===== src/bee_pkg.sv =====
package bee_pkg;

  localparam int MAX_SAMPLE_DEF = 65536;
  localparam int FRAC_BITS      = 24;
  localparam int QUEUE_DEPTH    = 4;
  localparam logic [15:0] ENTROPY_MAX   = 16'd32768;
  localparam logic [15:0] THRESH_RESET  = 16'd28672;

  typedef struct packed {
    logic [7:0] data_byte;
    logic       last;
  } in_item_t;

  typedef struct packed {
    logic [15:0] entropy;
    logic        high_entropy;
    logic [16:0] sample_count;
  } result_t;

  typedef struct packed {
    logic     valid;
    in_item_t item;
  } q_head_t;

endpackage


===== src/bee_front.sv =====
module bee_front (
  input  logic              clk,
  input  logic              rst,
  input  logic              start,
  input  bee_pkg::in_item_t item,
  input  logic              hold,
  output logic              busy,
  output bee_pkg::q_head_t  head,
  input  logic              pop
);

  localparam int Aw = $clog2(bee_pkg::QUEUE_DEPTH);

  bee_pkg::in_item_t q [bee_pkg::QUEUE_DEPTH];
  logic [Aw-1:0] wptr;
  logic [Aw-1:0] rptr;
  logic [Aw:0]   count;
  logic          push;
  logic          do_pop;

  assign busy   = hold || (count == (Aw+1)'(bee_pkg::QUEUE_DEPTH));
  assign push   = start && !busy;
  assign do_pop = pop && (count != '0);
  assign head.valid = (count != '0);
  assign head.item  = q[rptr];

  always_ff @(posedge clk) begin
    if (push) begin
      q[wptr] <= item;
    end
    if (rst) begin
      wptr  <= '0;
      rptr  <= '0;
      count <= '0;
    end else begin
      if (push) begin
        wptr <= wptr + 1'b1;
      end
      if (do_pop) begin
        rptr <= rptr + 1'b1;
      end
      count <= count + (Aw+1)'(push) - (Aw+1)'(do_pop);
    end
  end

endmodule


===== config.mk =====
export PLATFORM = sky130hd
export DESIGN_NAME = bee_front
export DESIGN_NICKNAME = d
export VERILOG_FILES = /design/src/bee_pkg.sv /design/src/bee_front.sv
export SDC_FILE = /design/constraint.sdc
export NUM_CORES = 1
export LEC_CHECK = 0
export BUFFER_PORTS_ARGS = -buffer_cell sky130_fd_sc_hd__buf_4
export CAP_MARGIN = 25
export CORE_ASPECT_RATIO = 2
export CORE_MARGIN = 1
export CORE_UTILIZATION = 35
export CTS_CLUSTER_DIAMETER = 200
export DETAILED_ROUTE_END_ITERATION = 16
export MAX_ROUTING_LAYER = met4
export PLACE_DENSITY = 0.53
export SLEW_MARGIN = 15
export SYNTH_ARGS = -nofsm -noshare
export SYNTH_HDL_FRONTEND = slang
export SYNTH_SLANG_ARGS = --single-unit

===== constraint.sdc =====
create_clock -name clk -period 4.9 [get_ports clk]
set_input_delay 0.98 -clock clk [delete_from_list [all_inputs] [get_ports clk]]
set_output_delay 0.98 -clock clk [all_outputs]
set_load 0.005 [all_outputs]

==> impl_metrics.env <==
export IMPL_globalRouteOverflowTotal=0
export IMPL_clkSlewWorstSetupHoldPaths_ns=0.07
export IMPL_hold_slack_ns=0.5145
export IMPL_dominantRegCellSynth="sky130_fd_sc_hd__edfxtp_1"
export IMPL_cts_hold_buffers_added=0
export IMPL_timing_slew_headroom_pct=57.90
export IMPL_setup_repair_after_global_routing_missed_its_margin="no"
export IMPL_net_count_final=146
export IMPL_total_leakage_power_nw=0.7542
export IMPL_filler_cell_count=437
export IMPL_vias_per_cell=4.880
export IMPL_hold_fails_final_rpt=0
export IMPL_ratio_of_cells_with_drive_above_1_in_the_final_layout_pct=37.30
export IMPL_detailedRoute_firstPassIterationCount=4
export IMPL_cts_setup_buffers=0
export IMPL_route_detailed_drc=0
export IMPL_post_synth_design_cell_area_mm2=0.001803
export IMPL_netlist_instances=97
export IMPL_number_of_global_route_vias_before_repair=963
export IMPL_grt_start_max_net_pins=14
export IMPL_detail_route_wirelength_um=2842
export IMPL_synth_commonest_cells="sky130_fd_sc_hd__edfxtp_1, sky130_fd_sc_hd__dfxtp_1, sky130_fd_sc_hd__mux4_2"
export IMPL_clock_buffer_count_from_cts=5
export IMPL_antenna_diode_count=0
export IMPL_power_density_cell_area_mw_per_mm2=451.0
export IMPL_min_delay_path_class="flop to flop"
export IMPL_detailed_place_hpwl_um=2082
export IMPL_synth_area_leader="sky130_fd_sc_hd__edfxtp_1"
export IMPL_crit_chain="mux4_2 > buf_4"
export IMPL_synth_distinct_cells=25
export IMPL_cts_root_buf="sky130_fd_sc_hd__clkbuf_8"
export IMPL_synth_ff_latch_count=45
export IMPL_detailedRoute_firstIterationViolations=24
export IMPL_timing_critical_path_arrival_ns=1.76
export IMPL_critical_path_launch_point_type="flop"
export IMPL_cts_buffer_depth=2
export IMPL_cts_tree="built"
export IMPL_setup_tns_final_ns=0
export IMPL_required_ns=3.92
export IMPL_crit_family="flip-flops"
export IMPL_clock_latency_on_the_worst_skew_pair_ns=0.29
export IMPL_floorplan_die_width_um=52.75
export IMPL_synth_area_per_inst_um2=18.59
export IMPL_rows=36
export IMPL_area_delta_synth_final_pct=17.35
export IMPL_finalSetupViolations=0
export IMPL_final_setup_skew_ns=0.007700
export IMPL_die_h_um=103.5
export IMPL_netlist_area_leader_share_pct=59.96
export IMPL_cts_num_sinks=45
export IMPL_routedWlPerCell_um=15.53
export IMPL_io_buffer_count=24
export IMPL_synthMostInstantiatedCell="sky130_fd_sc_hd__edfxtp_1"
export IMPL_critPathBufInv=1
export IMPL_floorplan_initialDensity_pct=36.72
export IMPL_critical_path_slowest_stage_cell="sky130_fd_sc_hd__dfxtp_1"
export IMPL_grt_antenna_before_repair=0
export IMPL_pin_count=25
export IMPL_synth_seq_area_share_pct=69.95
export IMPL_wire_length_of_the_first_global_routing_pass_um=4685
export IMPL_syn_num_nets=118
export IMPL_share_of_flip_flops_with_an_asynchronous_set_or_reset_pct=0
export IMPL_clock_tree_htree_level_count=2
export IMPL_max_freq_mhz=365.3
export IMPL_tightestPinTransition_ns=0.6306
export IMPL_endpoint_kind="output port"
export IMPL_drt_antenna_violating_nets=0
export IMPL_finalCriticalPeriod_ns=2.737
export IMPL_routed_via_count=893
export IMPL_max_vdd_ir_drop_mv=0.2193
export IMPL_max_cap_violations=0
export IMPL_synth_enable_flop_cells=36
export IMPL_place_gp_congestion=0.6789
export IMPL_die_area_mm2=0.005460
export IMPL_final_max_slew_viol_count=0
export IMPL_slowest_delay_ns=0.73
export IMPL_yosys_warnings=0
export IMPL_cts_resized_gates=0
export IMPL_worstPathMaxFanout=9
export IMPL_status="finished clean"
export IMPL_grt_util_all_layers_pct=12.77
export IMPL_criticalPathCategory="flop to output port"
export IMPL_synthTopCellsByArea="sky130_fd_sc_hd__edfxtp_1, sky130_fd_sc_hd__mux4_2, sky130_fd_sc_hd__dfxtp_1, sky130_fd_sc_hd__ha_1, sky130_fd_sc_hd__nor2_1"
export IMPL_fin_crit_sh_pct=55.86
export IMPL_core_mm2=0.004910
-- final timing paths --
path | start | to | slack, ns | cells past startpoint
max reg2reg | count[1] | count[2] | 2.58 | 11
min | wptr[1] | wptr[1] | 0.51 | 2
min reg2reg | wptr[1] | wptr[1] | 0.51 | 2
max | flop | head[0] | 2.16 | 2
-- per-stage QoR --
step	utilization, %	total power [mW]	instance area, um2	setup WS (ns)	cells
after detailed placement	41.44	0.7569	2034	1.914	175
after global placement	41.44	0.7507	2034	1.958	175
after global routing	43.09	1.016	2116	2.019	183
after CTS	43.09	0.9713	2116	2.076	183
final	43.09	0.9543	2116	2.163	183
after floorplan	-	0.6634	1803	2.156	97
-- area by class of cell --
| cell class | count | area, um2 | share of cell area, % |
|---|---|---|---|
| inverters | 5 | 18.77 | 0.8870 |
| multi-input cells | 44 | 503.0 | 23.77 |
| flip-flops and latches | 45 | 1261 | 59.61 |
| repair buffers | 24 | 180.2 | 8.516 |
| clock buffers | 7 | 76.32 | 3.607 |
| well taps | 57 | 71.32 | 3.371 |
| clock inverters | 1 | 5.005 | 0.2365 |
-- tightest hold or removal path, stage by stage, from the launching register on --
cell,delay [ns]
sky130_fd_sc_hd__dfxtp_1,0.34
sky130_fd_sc_hd__nand2b_1,0.08
sky130_fd_sc_hd__mux2i_1,0.06
-- metal layers --
| metal | vias to the layer above | global-route usage (%) | routed length [um] |
|---|---|---|---|
| met2 | 22 | 21.97 | 1685 |
| li1 | 420 | - | - |
| met5 | - | - | 0 |
| met1 | 445 | 12.18 | 970 |
| met3 | 6 | 2.937 | 101 |
| met4 | 0 | 7.331 | 85 |
-- power breakdown --
group          internal (mW)  leakage (nW)  switching (mW)
clock network          0.100        0.0422           0.115
logic                  0.152         0.312          0.0819
registers              0.451         0.400          0.0546
total                  0.703         0.754           0.251
-- cells by family (layout without fill, tap and decap cells) --
kind of cell               after synthesis  in the layout  share of synthesized area, %
and+or+nand+nor                         19             19                         5.691
muxes                                   11             11                         12.63
adders and majority gates                7              7                         5.274
xor gates and xnor gates                 3              3                         1.874
buffers and inverters                    8             37                         2.151
AOI/OAI and AO/OA                        4              4                         2.429
DFF                                     45             45                         69.95
-- sequential cells by signal, indices dropped and copies added (netlist names), named ones only --
name and count:
wptr 2, count 3, rptr 2, q 36
-- cell usage in the layout, fill, tap and decap left out, types with 3 or more instances in the layout --
cell,count
sky130_fd_sc_hd__clkbuf_8,5
sky130_fd_sc_hd__edfxtp_1,36
sky130_fd_sc_hd__and2_1,4
sky130_fd_sc_hd__inv_1,5
sky130_fd_sc_hd__mux4_2,9
sky130_fd_sc_hd__buf_4,24
sky130_fd_sc_hd__nor2_1,7
sky130_fd_sc_hd__ha_1,6
sky130_fd_sc_hd__nand2b_1,3
sky130_fd_sc_hd__dfxtp_1,9
(Power assumes the default switching activity.)
